$ cat src/sv/fwa_pkg.sv
// Shared types and constants for the bounded FIFO window average block.
package fwa_pkg;

	localparam int TAG_W    = 12;
	localparam int HEIGHT_W = 10;
	localparam int MEAN_W   = 10;
	localparam int HELD_W   = 3;
	localparam int ENTRY_W  = TAG_W + HEIGHT_W;
	localparam int STEP_W   = $clog2(MEAN_W);

	localparam logic MODE_INSERT = 1'b0;
	localparam logic MODE_REMOVE = 1'b1;

	typedef struct packed {
		logic                mode;
		logic [TAG_W-1:0]    entry_tag;
		logic [HEIGHT_W-1:0] entry_height;
	} fwa_cmd_t;

	typedef struct packed {
		logic                kind;
		logic [MEAN_W-1:0]   mean_height;
		logic [TAG_W-1:0]    removed_tag;
		logic                empty_error;
		logic [HELD_W-1:0]   held_count;
	} fwa_rsp_t;

	typedef enum logic [1:0] {
		ST_IDLE,
		ST_EXEC,
		ST_DIV,
		ST_FINISH
	} fwa_state_t;

endpackage

$ cat src/sv/fwa_stream_if.sv
// Valid/ready stream channel carrying one payload item per handshake.
interface fwa_stream_if #(parameter type payload_t = logic);
	logic     valid;
	logic     ready;
	payload_t payload;

	modport source (output valid, output payload, input ready);
	modport sink (input valid, input payload, output ready);
endinterface

$ cat src/sv/bounded_fifo_window_average_top.sv
// Bounded FIFO window average: ring buffer in a synchronous RAM, running sum, serial mean divider.
// An accepted command passes through ST_EXEC (queue update), then for an insert the ST_DIV steps of the
// restoring divider, which retires one mean bit per cycle, then ST_FINISH, which loads the output register.
// A new command is taken only in ST_IDLE, so the block finishes one item before it takes the next.
// A finished result waits in the output register while the next item is taken.
// Reset (arst_n low) empties the queue and clears the sum; the entry RAM is not cleared.
module bounded_fifo_window_average_top #(
	parameter int CAPACITY = 5
) (
	input logic clk,
	input logic arst_n,
	fwa_stream_if.sink   cmd,
	fwa_stream_if.source rsp
);
	import fwa_pkg::*;

	// Widths derived from the queue depth.
	localparam int SLOT_W = (CAPACITY > 1) ? $clog2(CAPACITY) : 1;
	localparam int CNT_W  = $clog2(CAPACITY + 1);
	localparam int SUM_RAW = $clog2(CAPACITY * ((1 << HEIGHT_W) - 1) + 1);
	localparam int SUM_W  = (SUM_RAW > HEIGHT_W) ? SUM_RAW : HEIGHT_W + 1;
	localparam int NUM_W  = SUM_W + 2;          // 2*sum + count
	localparam int DIV_W  = CNT_W + 1;          // 2*count
	localparam int WW     = (NUM_W > DIV_W + MEAN_W - 1) ? NUM_W : DIV_W + MEAN_W - 1;

	// Entry RAM: {tag, height} per slot, registered read.
	logic [ENTRY_W-1:0] mem [CAPACITY];
	logic [ENTRY_W-1:0] rd_q;

	// Control and queue state.
	fwa_state_t         state_q, state_nx;
	logic [SLOT_W-1:0]  oldest_q;
	logic [CNT_W-1:0]   count_q;
	logic [SUM_W-1:0]   sum_q;

	// Latched command.
	fwa_cmd_t           cmd_q;

	// Divider.
	logic [WW-1:0]      rem_q;
	logic [WW-1:0]      ds_q;
	logic [MEAN_W-1:0]  quot_q;
	logic [STEP_W-1:0]  step_q;

	// Pending result fields, set in the update cycle.
	logic               pend_kind_q;
	logic [TAG_W-1:0]   pend_tag_q;
	logic               pend_err_q;
	logic [HELD_W-1:0]  pend_held_q;

	// Output register.
	logic               rsp_valid_q;
	fwa_rsp_t           rsp_q;

	// Handshake / strobe signals.
	logic               accept;
	logic               out_load;
	logic               mem_we;

	// Update-cycle datapath.
	logic               is_insert;
	logic               full;
	logic               empty;
	logic [HEIGHT_W-1:0] old_height;
	logic [SLOT_W-1:0]  oldest_next;
	logic [SLOT_W:0]    tail_sum;
	logic [SLOT_W-1:0]  tail;
	logic [SUM_W-1:0]   sum_ins;
	logic [SUM_W-1:0]   sum_rem;
	logic [CNT_W-1:0]   count_ins;
	logic [CNT_W-1:0]   count_rem;
	logic [NUM_W-1:0]   numer;
	logic [DIV_W-1:0]   denom;
	logic [CNT_W+HELD_W-1:0] held_ext;

	// Divider step.
	logic               div_ge;
	logic [WW-1:0]      rem_nx;

	assign is_insert  = (cmd_q.mode == MODE_INSERT);
	assign full       = (count_q == CNT_W'(CAPACITY));
	assign empty      = (count_q == '0);
	assign old_height = rd_q[HEIGHT_W-1:0];
	assign oldest_next = (oldest_q == SLOT_W'(CAPACITY - 1)) ? '0 : oldest_q + 1'b1;

	// Tail slot: the freed oldest slot when full, else oldest + count wrapped.
	assign tail_sum = (SLOT_W+1)'(oldest_q) + (SLOT_W+1)'(count_q);
	always_comb begin
		if (full) begin
			tail = oldest_q;
		end else if (tail_sum >= (SLOT_W+1)'(CAPACITY)) begin
			tail = SLOT_W'(tail_sum - (SLOT_W+1)'(CAPACITY));
		end else begin
			tail = SLOT_W'(tail_sum);
		end
	end

	// Running sum: on insert drop the oldest height when full, then add the new one; on remove drop the oldest.
	assign sum_ins   = sum_q - (full ? SUM_W'(old_height) : '0) + SUM_W'(cmd_q.entry_height);
	assign sum_rem   = sum_q - SUM_W'(old_height);
	assign count_ins = full ? count_q : count_q + 1'b1;
	assign count_rem = count_q - 1'b1;

	// Mean = floor((2*sum + count) / (2*count)).
	assign numer = NUM_W'({sum_ins, 1'b0}) + NUM_W'(count_ins);
	assign denom = {count_ins, 1'b0};

	always_comb begin
		if (is_insert) begin
			held_ext = (CNT_W+HELD_W)'(count_ins);
		end else if (empty) begin
			held_ext = '0;
		end else begin
			held_ext = (CNT_W+HELD_W)'(count_rem);
		end
	end

	assign div_ge = (rem_q >= ds_q);
	assign rem_nx = div_ge ? rem_q - ds_q : rem_q;

	// Next-state logic.
	always_comb begin
		state_nx = state_q;
		case (state_q)
			ST_IDLE: begin
				if (cmd.valid) begin
					state_nx = ST_EXEC;
				end
			end
			ST_EXEC: begin
				state_nx = is_insert ? ST_DIV : ST_FINISH;
			end
			ST_DIV: begin
				if (step_q == '0) begin
					state_nx = ST_FINISH;
				end
			end
			ST_FINISH: begin
				if (out_load) begin
					state_nx = ST_IDLE;
				end
			end
			default: begin
				state_nx = ST_IDLE;
			end
		endcase
	end

	// Output / strobe logic.
	always_comb begin
		cmd.ready = (state_q == ST_IDLE);
		accept    = cmd.valid && (state_q == ST_IDLE);
		mem_we    = (state_q == ST_EXEC) && is_insert;
		out_load  = (state_q == ST_FINISH) && (!rsp_valid_q || rsp.ready);
	end

	assign rsp.valid   = rsp_valid_q;
	assign rsp.payload = rsp_q;

	// Entry RAM: write the new entry in the update cycle, read the oldest on accept.
	always_ff @(posedge clk) begin
		if (mem_we) begin
			mem[tail] <= {cmd_q.entry_tag, cmd_q.entry_height};
		end
		if (accept) begin
			rd_q <= mem[oldest_q];
		end
	end

	// Control state.
	always_ff @(posedge clk or negedge arst_n) begin
		if (!arst_n) begin
			state_q     <= ST_IDLE;
			oldest_q    <= '0;
			count_q     <= '0;
			sum_q       <= '0;
			rsp_valid_q <= 1'b0;
		end else begin
			state_q <= state_nx;
			if (state_q == ST_EXEC) begin
				if (is_insert) begin
					oldest_q <= full ? oldest_next : oldest_q;
					count_q  <= count_ins;
					sum_q    <= sum_ins;
				end else if (!empty) begin
					oldest_q <= oldest_next;
					count_q  <= count_rem;
					sum_q    <= sum_rem;
				end
			end
			if (out_load) begin
				rsp_valid_q <= 1'b1;
			end else if (rsp.ready) begin
				rsp_valid_q <= 1'b0;
			end
		end
	end

	// Payload registers: command latch, divider, pending and output result.
	always_ff @(posedge clk) begin
		if (accept) begin
			cmd_q <= cmd.payload;
		end
		case (state_q)
			ST_EXEC: begin
				pend_kind_q <= cmd_q.mode;
				pend_err_q  <= !is_insert && empty;
				pend_tag_q  <= (!is_insert && !empty) ? rd_q[ENTRY_W-1:HEIGHT_W] : '0;
				pend_held_q <= held_ext[HELD_W-1:0];
				quot_q      <= '0;
				rem_q       <= WW'(numer);
				ds_q        <= WW'(denom) << (MEAN_W - 1);
				step_q      <= STEP_W'(MEAN_W - 1);
			end
			ST_DIV: begin
				rem_q  <= rem_nx;
				ds_q   <= ds_q >> 1;
				quot_q <= {quot_q[MEAN_W-2:0], div_ge};
				step_q <= step_q - 1'b1;
			end
			default: begin
			end
		endcase
		if (out_load) begin
			rsp_q.kind        <= pend_kind_q;
			rsp_q.mean_height <= quot_q;
			rsp_q.removed_tag <= pend_tag_q;
			rsp_q.empty_error <= pend_err_q;
			rsp_q.held_count  <= pend_held_q;
		end
	end

endmodule

$ cat src/flat_wrapper.sv
// flat-port wrapper written by rule: the top's interface ports become plain ports
module bounded_fifo_window_average_top_flat import fwa_pkg::*;
#(
	parameter int CAPACITY = 5
)
  (clk, arst_n, cmd_valid, cmd_payload, cmd_ready, rsp_valid, rsp_payload, rsp_ready);
  fwa_stream_if #(.payload_t(fwa_cmd_t)) cmd_i ();
  fwa_stream_if #(.payload_t(fwa_rsp_t)) rsp_i ();
  input logic clk;
  input logic arst_n;
  input wire logic [$bits(cmd_i.valid)-1:0] cmd_valid;
  input wire logic [$bits(cmd_i.payload)-1:0] cmd_payload;
  output wire logic [$bits(cmd_i.ready)-1:0] cmd_ready;
  output wire logic [$bits(rsp_i.valid)-1:0] rsp_valid;
  output wire logic [$bits(rsp_i.payload)-1:0] rsp_payload;
  input wire logic [$bits(rsp_i.ready)-1:0] rsp_ready;
  assign cmd_i.valid = cmd_valid;
  assign cmd_i.payload = cmd_payload;
  assign cmd_ready = cmd_i.ready;
  assign rsp_valid = rsp_i.valid;
  assign rsp_payload = rsp_i.payload;
  assign rsp_i.ready = rsp_ready;
  bounded_fifo_window_average_top #(.CAPACITY(CAPACITY)) u_core (.clk(clk), .arst_n(arst_n), .cmd(cmd_i), .rsp(rsp_i));
endmodule
$ cat config.mk
export PLATFORM = sky130hd
export DESIGN_NAME = bounded_fifo_window_average_top_flat
export DESIGN_NICKNAME = d
export VERILOG_FILES = /design/src/sv/fwa_pkg.sv /design/src/sv/fwa_stream_if.sv /design/src/sv/bounded_fifo_window_average_top.sv /design/src/flat_wrapper.sv
export SDC_FILE = /design/constraint.sdc
export NUM_CORES = 1
export LEC_CHECK = 0
export BUFFER_PORTS_ARGS = -buffer_cell sky130_fd_sc_hd__clkbuf_2
export CORE_MARGIN = 5
export CORE_UTILIZATION = 35
export CTS_CLUSTER_SIZE = 20
export DETAILED_ROUTE_END_ITERATION = 16
export PLACE_DENSITY = 0.58
export SYNTH_ARGS = -nofsm -noshare
export SYNTH_HDL_FRONTEND = slang
export SYNTH_SLANG_ARGS = --single-unit
$ cat constraint.sdc
create_clock -name clk -period 6.3 [get_ports clk]
set_clock_uncertainty 0.05 [all_clocks]
set_input_delay 1.26 -clock clk [delete_from_list [all_inputs] [get_ports clk]]
set_output_delay 1.26 -clock clk [all_outputs]
set_load 0.01 [all_outputs]
# Yosys cells after proc, flatten, opt, wreduce, memory -nomap -nowiden

Memories as Yosys holds them, arrays and structs flattened. A register that Yosys moved wholly into a read port is not among the register bits.
Cells that the tools add are included.

Memories: 1
Input bits: 27
Bits in writable memories: 110
Word-level logic and storage cells: 92
Flip-flop bits (word level): 133
Output and inout bits: 29

Multiplexer cells: 28
Reductions and logical operators: 18
Order comparisons: 2
Bitwise gates (word level): 1
Add/subtract/negate cells: 11
Eq/ne operators: 10

Memory list:

| memory     | words | width | rd ports | clocked after memory_dff | wr ports | line                                  | source |
|---|---|---|---|---|---|---|---|
| u_core.mem | 5     | 22    | 1        | 1                        | 1        | bounded_fifo_window_average_top.sv:27 | `logic [ENTRY_W-1:0] mem [CAPACITY];` |

Operators by type and width:

| cell                                                                    | number |
|---|---|
| 15-bit case mux with 2 select lines                                     | 2 |
| 3-bit two-way mux                                                       | 11 |
| 13-bit two-way mux                                                      | 2 |
| 10-bit case mux with 2 select lines                                     | 1 |
| 14-bit by 3-bit adder with 15-bit output                                | 1 |
| 15-bit greater-or-equal comparator                                      | 1 |
| 15-bit two-way mux                                                      | 1 |
| 15-bit subtractor                                                       | 1 |
| 13-bit by 10-bit adder with 13-bit output                               | 1 |
| 13-bit by 10-bit subtractor with 13-bit output                          | 1 |
| 13-bit subtractor                                                       | 1 |
| 10-bit two-way mux                                                      | 1 |
| 2-bit case mux with 4 select lines                                      | 1 |
| 4-bit case mux with 2 select lines                                      | 1 |
| 3-bit by 1-bit adder with 3-bit output, second input constant           | 2 |
| 3-bit == test, second input constant                                    | 2 |
| 2-bit two-way mux                                                       | 3 |
| 2-bit by 1-bit inequality test with 1-bit output, second input constant | 3 |
| 3-bit AND reduction                                                     | 2 |
| 2-bit nonzero test                                                      | 3 |
| 1-bit logical AND                                                       | 5 |
| 1-bit two-way mux                                                       | 5 |
| 3-bit by 3-bit adder with 4-bit output                                  | 1 |
| 2-bit == test, second input constant                                    | 2 |
| other kinds (13)                                                        | 16 |

# Logic depth before layout (Yosys ltp)

Gate-level depths: netlist of run 1.

Word-level depth: 6
Mapped depth: 17
Mapped depth without buffers: 17

# Worst setup path before layout of run 1

Ideal clock, no wire load.

Path type: register to register
From: reg u_core.count_q[0]
To: mem u_core.mem[2][0] (netlist bit), enable pin
Setup slack: 1.862 ns
Required time: 5.821 ns
Setup time: 0.429 ns
Buffers on the path: 0
Clock period less this slack: 4.438 ns
Arrival: 3.960 ns
Stages on the path, launching flop included: 12
Cells stage by stage: dfrtp_1 ha_1 fa_1 inv_1 ha_1 nor2b_1 o21ai_0 a211oi_1 mux2i_1 nand2_1 o21ai_0 nor3_1

Longest elaborated chain between the ends: 4
Elaborated cells on any way between the ends: 6
Those cells by class: add/sub: 2; order compare: 1; eq/ne: 1; mux: 2

Ends and longest elaborated chain:

| element                                                                                                 | line                                                                         | source |
|---|---|---|
| start: declaration                                                                                      | bounded_fifo_window_average_top.sv:33                                        | `logic [CNT_W-1:0] count_q;` |
| start signal: assignment                                                                                | bounded_fifo_window_average_top.sv:183                                       | `count_q <= count_ins;` |
| start signal: assignment                                                                                | bounded_fifo_window_average_top.sv:187                                       | `count_q <= count_rem;` |
| 3-bit by 3-bit adder with 4-bit output                                                                  | bounded_fifo_window_average_top.sv:87                                        | `assign tail_sum = (SLOT_W+1)'(oldest_q) + (SLOT_W+1)'(count_q);` |
| 4-bit by 3-bit greater-or-equal comparator with 1-bit output / 3-bit subtractor (equally long branches) | bounded_fifo_window_average_top.sv:91, bounded_fifo_window_average_top.sv:92 |  |
| 3-bit two-way mux                                                                                       | bounded_fifo_window_average_top.sv:91                                        | `end else if (tail_sum >= (SLOT_W+1)'(CAPACITY)) begin` |
| 3-bit two-way mux *                                                                                     | bounded_fifo_window_average_top.sv:89                                        | `if (full) begin` |
| end: declaration                                                                                        | bounded_fifo_window_average_top.sv:27                                        |  |

Every way passes the cells marked *; elsewhere a longest branch is shown, timed or not.

# Worst setup path after layout of run 1

From: reg u_core.count_q[1]
To: reg u_core.rem_q[14] (data pin)

Longest elaborated chain between the ends: 6
Elaborated cells on any way between the ends: 8
Those cells by class: add/sub: 4; eq/ne: 1; mux: 3

Ends and longest elaborated chain:

| element                                    | line                                   | source |
|---|---|---|
| 3-bit == test                              | bounded_fifo_window_average_top.sv:81  | `assign full = (count_q == CNT_W'(CAPACITY));` |
| 10-bit two-way mux                         | bounded_fifo_window_average_top.sv:99  | `assign sum_ins = sum_q - (full ? SUM_W'(old_height) : '0) + SUM_W'(cmd_q.entry_height);` |
| 13-bit subtractor                          | bounded_fifo_window_average_top.sv:99  |  |
| 13-bit by 10-bit adder with 13-bit output  | bounded_fifo_window_average_top.sv:99  |  |
| 14-bit by 3-bit adder with 15-bit output * | bounded_fifo_window_average_top.sv:105 | `assign numer = NUM_W'({sum_ins, 1'b0}) + NUM_W'(count_ins);` |
| 15-bit case mux with 2 select lines *      | bounded_fifo_window_average_top.sv:204 | `case (state_q)` |
| end signal: assignment                     | bounded_fifo_window_average_top.sv:211 | `rem_q <= WW'(numer);` |
| end signal: assignment                     | bounded_fifo_window_average_top.sv:216 | `rem_q <= rem_nx;` |
| end: declaration                           | bounded_fifo_window_average_top.sv:40  | `logic [WW-1:0] rem_q;` |

Marks and branches as above.
A chain may end at the register's enable or synchronous reset.

==> results.toml, run 1 <==
[outcome]
outcome = "finished clean"

[synthesis]
yosysTopAreaCell = "edfxtp_1"
async_reset_ff_share_pct = 8.37
synth-seq-area-share_pct = 63.3
ys_top_cells_by_area = "edfxtp_1 59%, ha_1 5.7%, dfrtp_1 4.5%"
synth-simple-area-share_pct = 8.11
post_synth_fa_ha_maj_area_fraction_pct = 7.97
synth_top_area_share_pct = 58.8
synth.cell_area_sq_mm = 0.0123
synth-xor-area-share_pct = 3.05
syn_nets = 968
synth_compound_area_share_pct = 6.83
synth_top_family_by_area = "simple AND/OR/NAND/NOR gates"
synth_edf_count = 241
synth_ff_type = "edfxtp_1"
synthCells = 871
synth_area_per_cell_sq_um = 14.1
yosys_register_bits = 263
synth_warnings = 0
yosysUniqueCellTypes = 67
muxShareOfSynthArea_pct = 7.11

[worst_setup_path]
worstPathCellList = "inv_1, ha_1, nand2_1, nor2_1, fa_1, inv_1, ha_1, a21oi_1, o21bai_1, xor2_1, nand3_1, nor3_1, nand4_1, or4_1, o21ai_1"
required_ps = 6630
r2r-start = "u_core.count_q[1]"
cp_data_arrival_time_ps = 4880
reg2reg_slack_ps = 1750
cp_top_family = "simple AND/OR/NAND/NOR gates"
rr_worst_depth = 15
setup.worst_path.start = "u_core.count_q[1]"
path_depth = 15
critPathKind = "register to register"
crit_buf_inv = 2
cp_slowest_cell = "fa_1"
worstPathMaxFanout = 20
r2r-end = "u_core.rem_q[14]"
endpoint_kind = "register"
crit_end = "u_core.rem_q[14]"
max_stage_delay_ps = 570
cp-start-kind = "register"

[placed_design]
placed_cells = 1372
io_buffers = 55
place_ws_ps = 1770
dpl.hpwl_um = 16000
place.gp.congestion = 0.843

[timing]
whs_ps = 369
hold_viol_final = 0
finalSetupViolations = 0
drv_slew = 0
slew_headroom_pct = 38.6
max_slew.worst_pin.slew_ps = 921
rsz0062_at_grt = "false"
fmax_mhz = 220
period_share_pct = 72.2
min_period_ps = 4550
final.setup.worst_slack_ps = 1750
setup_tns_ps = 0

[cts]
clock-root-buffer = "clkbuf_16"
numCtsBuffers = 28
clockBufferDepth = 3
ctsResizeCount = 0
hold_buffers = 0
h-tree-depth = 1
cts_setup_buffers = 0
clock_latency_ps = 560
clkTransAtPathRegs_ps = 60
clock_sinks = 263
cts_tree = "done"

[drt]
drc = 0
dr_total_vias = 6823
wire_per_inst_um = 16.5
first_pass_iters = 5
vias_per_cell = 4.79
wirelength_um = 23500
postRouteAntennaNets = 0
drtIter0Drc = 361

[global_route]
gr-usage-all-layers_pct = 12.1
antenna_found_initial = 0
grt_pass1_wl_um = 38100
overflow = 0
grt_pass1_vias = 6937
grt_max_degree = 46

[floorplanning]
placeableCoreArea_sq_mm = 0.0346
fp-row-count = 68
die_w_um = 197
dieHeight_um = 197
initial_core_util_pct = 35.5
ios = 56
die_area_sq_mm = 0.0390

[layout]
layout.cells.non_filler = 1424
area_growth_pct = 14.4
antenna_cells = 0
drive_above_1_share_pct = 17.9
fin_nets = 1044

[run]
maxCapViolCount = 0

[worst_hold_path]
hp-class = "register to register"
==> state kept, by name (all words and copies together), names as in the netlist, 2 cells and up <==
register,cells
u_core.quot_q,10
u_core.sum_q,13
u_core.cmd_q,23
u_core.mem,110
u_core.pend_held_q,3
u_core.ds_q,13
u_core.pend_tag_q,12
u_core.rsp.payload,27
u_core.rem_q,15
u_core.state_q,2
u_core.rd_q,22
u_core.count_q,3
u_core.step_q,4
u_core.oldest_q,3
==> kinds of logic (layout without fill, tap and decap cells) <==
logic type,count (synthesis),in the layout
compound gates,128,128
xor+xnor,42,42
fa+ha+maj,70,70
buf+inv,116,214
flops,263,263
mux,57,57
simple gates,195,195
==> synthesized netlist by cell type (all sizes together) (8+ instances only) <==
library cell  instances
edfxtp              241
inv                  92
ha                   56
nor2                 52
o21ai                45
nand2                42
and2                 27
a21oi                26
mux2                 23
xnor2                23
dfrtp                22
mux4                 22
xor2                 19
clkbuf               15
fa                   14
nand3                14
mux2i                12
nor3                 11
nand2b               10
nor2b                10
a211oi                9
buf                   9
or3                   8
==> through the flow <==
step / area [sq um] / utilization (%)
6_report: 14100 / 40.7
5_1_grt: 14100 / 40.7
4_1_cts: 14100 / 40.7
3_5_place_dp: 13200 / 38.0
3_3_place_gp: 13200 / 38.0
2_1_floorplan: 12300 / -
==> cell usage in the layout (no fill, tap or decap), types with 15 or more instances in the layout <==
master,netlist,layout
edfxtp_1,241,241
inv_1,92,92
ha_1,56,56
clkbuf_2,0,55
nor2_1,52,48
o21ai_0,43,43
nand2_1,42,42
clkbuf_16,0,28
and2_1,27,26
a21oi_1,24,24
xnor2_1,23,23
mux2_2,23,23
mux4_2,22,22
dfrtp_1,22,22
xor2_1,18,18
buf_4,1,15
==> routing by layer <==
layer	GRT usage (%)	share of wire (%)	vias up
met5	0	0	-
met4	2.00	1.5	0
met3	1.98	3.9	25
met2	20.1	47	113
met1	17.2	48	3349
li1	-	-	3336
==> worst min-delay path by stage <==
stage | from | to | slack (ps) | cells past startpoint
global route | u_core.pend_tag_q[6] | u_core.rsp.payload[10] | 370 | 0
CTS | u_core.pend_tag_q[6] | u_core.rsp.payload[10] | 370 | 0
global placement | u_core.pend_tag_q[4] | u_core.rsp.payload[8] | 350 | 0
floorplan | u_core.pend_held_q[0] | u_core.rsp.payload[0] | 350 | 0
finish | u_core.pend_tag_q[6] | u_core.rsp.payload[10] | 370 | 0
detailed placement | u_core.quot_q[9] | u_core.rsp.payload[25] | 360 | 0
==> cell type report <==
cell class | instances | area (sq um)
clock buffers | 37 | 744
clock inverters | 15 | 159
fillers | 3174 | 20500
inverters | 92 | 345
multi-input cells | 492 | 4090
flip-flops and latches | 263 | 7790
well taps | 455 | 569
repair buffers | 70 | 388
Power of run 1 is not shown: default switching activity piles up to over one toggle a cycle in this logic, so the estimate is an artifact.
==> run 2, diff against run 1 <==
PLACE_DENSITY = 0.6   (was 0.58)
clock period = 4.08 ns   (was 6.3 ns; I/O delays follow)
==> run 2 against run 1 <==
Register-to-register slack worse by 1500 ps. Critical path type unchanged. Highest routed layer unchanged. Largest cell class unchanged. Fmax increased by 18%. First-iteration DRC count is 8.9% lower.
==> results.toml, run 2 (synthesis results as in run 1) <==
[outcome]
outcome = "finished clean"

[layout]
fin_nets = 1063
antenna_cells = 0
area_growth_pct = 16.4
top_register = "u_core.mem"
layout_common_cells = "241 x edfxtp_1, 91 x inv_1, 55 x clkbuf_2, 54 x ha_1, 48 x nor2_1"
layout_commonest_cell = "edfxtp_1"
n_fill_cell = 3162
drive_above_1_share_pct = 20.9
largest_reg_flops = 110
final_cell_area_sq_mm = 0.0143

[floorplanning]
fp-row-count = 68
placeableCoreArea_sq_mm = 0.0346
die_w_um = 197
dieHeight_um = 197
initial_core_util_pct = 35.5
ios = 56
die_area_sq_mm = 0.0390

[global_route]
grt_max_degree = 32
gr-usage-all-layers_pct = 12.0
grt_pass1_wl_um = 38000
antenna_found_initial = 0
grt_pass1_vias = 7000
overflow = 0

[drt]
drtIter0Drc = 329
drc = 0
first_pass_iters = 7
vias_per_cell = 4.78
postRouteAntennaNets = 0
wirelength_um = 23700
wire_per_inst_um = 16.4
dr_total_vias = 6892

[worst_setup_path]
rr_worst_depth = 16
r2r-end = "u_core.rem_q[14]"
crit_top_cell = "buf_4"
r2r-start = "u_core.count_q[1]"
crit_buf_inv = 4
worstPathCellList = "inv_2, ha_4, nand2_2, buf_4, nor2_1, fa_1, inv_1, ha_2, a21o_1, a2111oi_4, a221o_1, buf_4, xnor2_2, nand4_1, or4_1, o21ai_1"
max_stage_delay_ps = 420
critPathKind = "register to register"
required_ps = 4420
cp_data_arrival_time_ps = 4180
reg2reg_slack_ps = 240
cp_top_family = "compound AO/OA/AOI/OAI gates"
worstPathMaxFanout = 7
endpoint_kind = "register"
cp_slowest_cell = "fa_1"
cp-start-kind = "register"

[timing]
slew_headroom_pct = 22.2
fmax_mhz = 260
min_period_ps = 3840
whs_ps = 251
period_share_pct = 94.1
hold_viol_final = 0
finalSetupViolations = 0
drv_slew = 0
max_slew.worst_pin.slew_ps = 1170

[cts]
clkTransAtPathRegs_ps = 60
clock_latency_ps = 550
h-tree-depth = 1
numCtsBuffers = 27
clock_sinks = 263
clockBufferDepth = 3
cts_tree = "done"
clock-root-buffer = "clkbuf_16"

[placed_design]
io_buffers = 55
dpl.hpwl_um = 16000
postPlaceCellArea_sq_mm = 0.0133
place.gp.congestion = 0.831

[worst_hold_path]
hp-class = "input pin to async pin"

[run]
maxCapViolCount = 0
## run 2: cell count changes in the layout (fill, tap and decap cells not counted), moves of 2 or more
cell,delta
clkinv_2,+4
xor2_1,-2
clkinv_4,-2
ha_1,-2
clkinv_1,-2
buf_12,+4
buf_4,+16
xor2_2,+2
## run 2: routing by layer
| layer | part of all wire [%] | vias to the layer above | global-route usage [%] |
|---|---|---|---|
| met5 | 0 | - | 0 |
| li1 | - | 3375 | - |
| met3 | 3.2 | 45 | 1.59 |
| met1 | 47 | 3359 | 16.9 |
| met4 | 2.9 | 0 | 3.26 |
| met2 | 47 | 113 | 19.8 |
## run 2: worst max path at each step
stage                                  end  slack [ps]  cells after the start         startpoint
final                     u_core.rem_q[14]         240                     16  u_core.count_q[1]
after global routing      u_core.rem_q[13]         -10                     16  u_core.count_q[1]
after CTS                 u_core.rem_q[14]          30                     15  u_core.count_q[1]
after detailed placement  u_core.rem_q[14]          90                     15  u_core.count_q[1]
after global placement    u_core.rem_q[14]         230                     15  u_core.count_q[1]
after floorplan           u_core.mem[1][0]         -80                     12  u_core.count_q[0]
## run 2: final cells by class
class | count | area, sq um | area share [%]
tap | 455 | 569 | 3.98
timing repair buffer | 90 | 588 | 4.11
sequential | 263 | 7790 | 54.4
inverter | 92 | 345 | 2.41
clock buffer | 35 | 716 | 5.00
multi-input combinational | 492 | 4170 | 29.1
clock inverter | 15 | 143 | 0.996
## run 2: metrics by stage
step                      setup slack (ps)  cells  TNS [ps]  utilization, %
final                                  241   1442         0            41.3
after global routing                 -10.8   1442     -10.8            41.3
after CTS                             31.1   1437         0            41.0
after detailed placement              92.3   1387         0            38.5
after global placement                 232   1387         0            38.5
after floorplan                      -78.7    871     -3460               -
## run 2: timing repair
item / CTS / global route
endpoints found under the setup margin: 0 / 5
gates resized for setup: 0 / 14
setup buffers: 0 / 5
hold buffers: 0 / 0
## run 2: worst register-to-register path, cell delays in order, from the launching register on
cell and delay, ps:
dfrtp_1 390, inv_2 90, ha_4 150, nand2_2 90
buf_4 180, nor2_1 120, fa_1 420, inv_1 70
ha_2 310, a21o_1 260, a2111oi_4 390, a221o_1 240
buf_4 120, xnor2_2 150, nand4_1 180, or4_1 420
o21ai_1 80
Power of run 2 is left out for the same reason.
==> run 3, diff against run 2 <==
REMOVE_ABC_BUFFERS = 1   (was unset)
==> run 3 against run 2 <==
Critical path depth unchanged. Count of clock-buffer cells in the layout decreased by 3. Register-to-register slack got worse by 20 ps. First-iteration DRC count increased by 9.1%. Die area unchanged. Setup slack got worse by 19 ps. Cell count increased by 0.21%. Non-clock buffer count increased by 2. Fmax decreased by 0.50%. Worst hold slack got worse by 15 ps. Highest routed layer unchanged.
==> results.toml, run 3 (synthesis results as in run 1) <==
[floorplanning]
initial_core_util_pct = 35.5
ios = 56
die_area_sq_mm = 0.0390
dieHeight_um = 197
placeableCoreArea_sq_mm = 0.0346
fp-row-count = 68
die_w_um = 197

[worst_setup_path]
worstPathMaxFanout = 7
cp_data_arrival_time_ps = 4180
worstPathCellList = "inv_2, ha_4, nand2_2, buf_4, nor2_1, fa_1, inv_1, ha_1, nand3_1, o2111ai_2, a31oi_2, xor2_2, nor4b_4, nand4_1, or3b_1, a31oi_1"
cp-start-kind = "register"
critPathKind = "register to register"
max_stage_delay_ps = 470
cp_top_family = "simple AND/OR/NAND/NOR gates"
crit_buf_inv = 3
cp_slowest_cell = "fa_1"
required_ps = 4400
endpoint_kind = "register"

[cts]
clockBufferDepth = 3
cts_tree = "done"
clock-root-buffer = "clkbuf_16"
clock_sinks = 263
clkTransAtPathRegs_ps = 60
clock_latency_ps = 570
numCtsBuffers = 28
h-tree-depth = 1

[drt]
wirelength_um = 23900
drc = 0
first_pass_iters = 4
vias_per_cell = 4.76
wire_per_inst_um = 16.5
drtIter0Drc = 359
dr_total_vias = 6884
postRouteAntennaNets = 0

[layout]
final_cell_area_sq_mm = 0.0144
multi_input_area_sq_mm = 0.00421
area_growth_pct = 16.9
fin_nets = 1066
regArea_sq_mm = 0.00779
largest_reg_flops = 110
top_register = "u_core.mem"
layout.cells.non_filler = 1445
n_fill_cell = 3163
layout_common_cells = "241 x edfxtp_1, 91 x inv_1, 55 x clkbuf_2, 54 x ha_1, 46 x nor2_1"
drive_above_1_share_pct = 21.3
postLayoutCoreUtil_pct = 41.5
layout_commonest_cell = "edfxtp_1"
antenna_cells = 0

[timing]
finalSetupViolations = 0
setup_tns_ps = 0
min_period_ps = 3860
period_share_pct = 94.6
slew_headroom_pct = 21.5
drv_slew = 0
max_slew.worst_pin.slew_ps = 1180
hold_viol_final = 0
fmax_mhz = 259

[placed_design]
postPlaceCellArea_sq_mm = 0.0134
io_buffers = 55
place.gp.congestion = 0.800
dpl.hpwl_um = 16000
placed_cells = 1389

[global_route]
gr-usage-all-layers_pct = 12.1
overflow = 0
grt_max_degree = 46
grt_pass1_wl_um = 38300
antenna_found_initial = 0
grt_pass1_vias = 7095

[outcome]
outcome = "finished clean"

[worst_hold_path]
hp-class = "input pin to async pin"

[run]
maxCapViolCount = 0
run 3: changes by cell type in the layout (fill, tap and decap cells not counted), moves of 2 or more:
| cell | before | now |
|---|---|---|
| clkbuf_1 | 7 | 4 |
| clkinv_2 | 7 | 4 |
| nor2_1 | 48 | 46 |
| clkinv_1 | 3 | 9 |
run 3: timing repair:
item / CTS / global route
hold endpoints to repair: 0 / 0
gates resized for setup: 0 / 23
buffers inserted: 0 / 5
hold buffers: 0 / 0
setup endpoints to repair: 0 / 24
run 3: worst reg2reg max path, cell delays in order, from the launching register on:
cell	delay [ps]
dfrtp_1	370
inv_2	60
ha_4	160
nand2_2	100
buf_4	160
nor2_1	60
fa_1	470
inv_1	40
ha_1	360
nand3_1	150
o2111ai_2	200
a31oi_2	290
xor2_2	170
nor4b_4	340
nand4_1	150
or3b_1	360
a31oi_1	170
run 3: metal layers:
layer / wire length, um / vias up / track usage [%]
li1: - / 3383 / -
met1: 11400 / 3357 / 17.1
met2: 11200 / 106 / 19.9
met3: 802 / 38 / 1.91
met4: 503 / 0 / 2.72
met5: 0 / - / 0
run 3: final cells by class:
class                           count  area share, %
Multi-Input combinational cell    492           29.2
Sequential cell                   263           54.1
Clock inverter                     19           1.02
Tap cell                          455           3.96
Timing Repair Buffer               92           4.28
Clock buffer                       32           4.97
Inverter                           92           2.40
run 3: final timing paths:
check                                  start                endpoint  slack (ps)  depth (start not counted)
hold reg to reg             u_core.quot_q[9]  u_core.rsp.payload[25]         370                          0
min in group clk              cmd_payload[7]         u_core.cmd_q[7]         370                          1
max in group asynchronous             arst_n       u_core.state_q[0]        3220                          1
setup / recovery           u_core.count_q[1]        u_core.rem_q[13]         220                         16
setup reg to reg           u_core.count_q[1]        u_core.rem_q[13]         220                         16
hold / removal                        arst_n         u_core.sum_q[5]         240                          1
run 3: metrics by stage:
stage / setup slack, ps / hold slack (ps)
finish: 222 / 236
CTS: 45.2 / 252
floorplan: -1170 / 350
global route: -7.84 / 267
detailed placement: 104 / 355
global placement: 233 / 355
Power of run 3 is left out for the same reason.
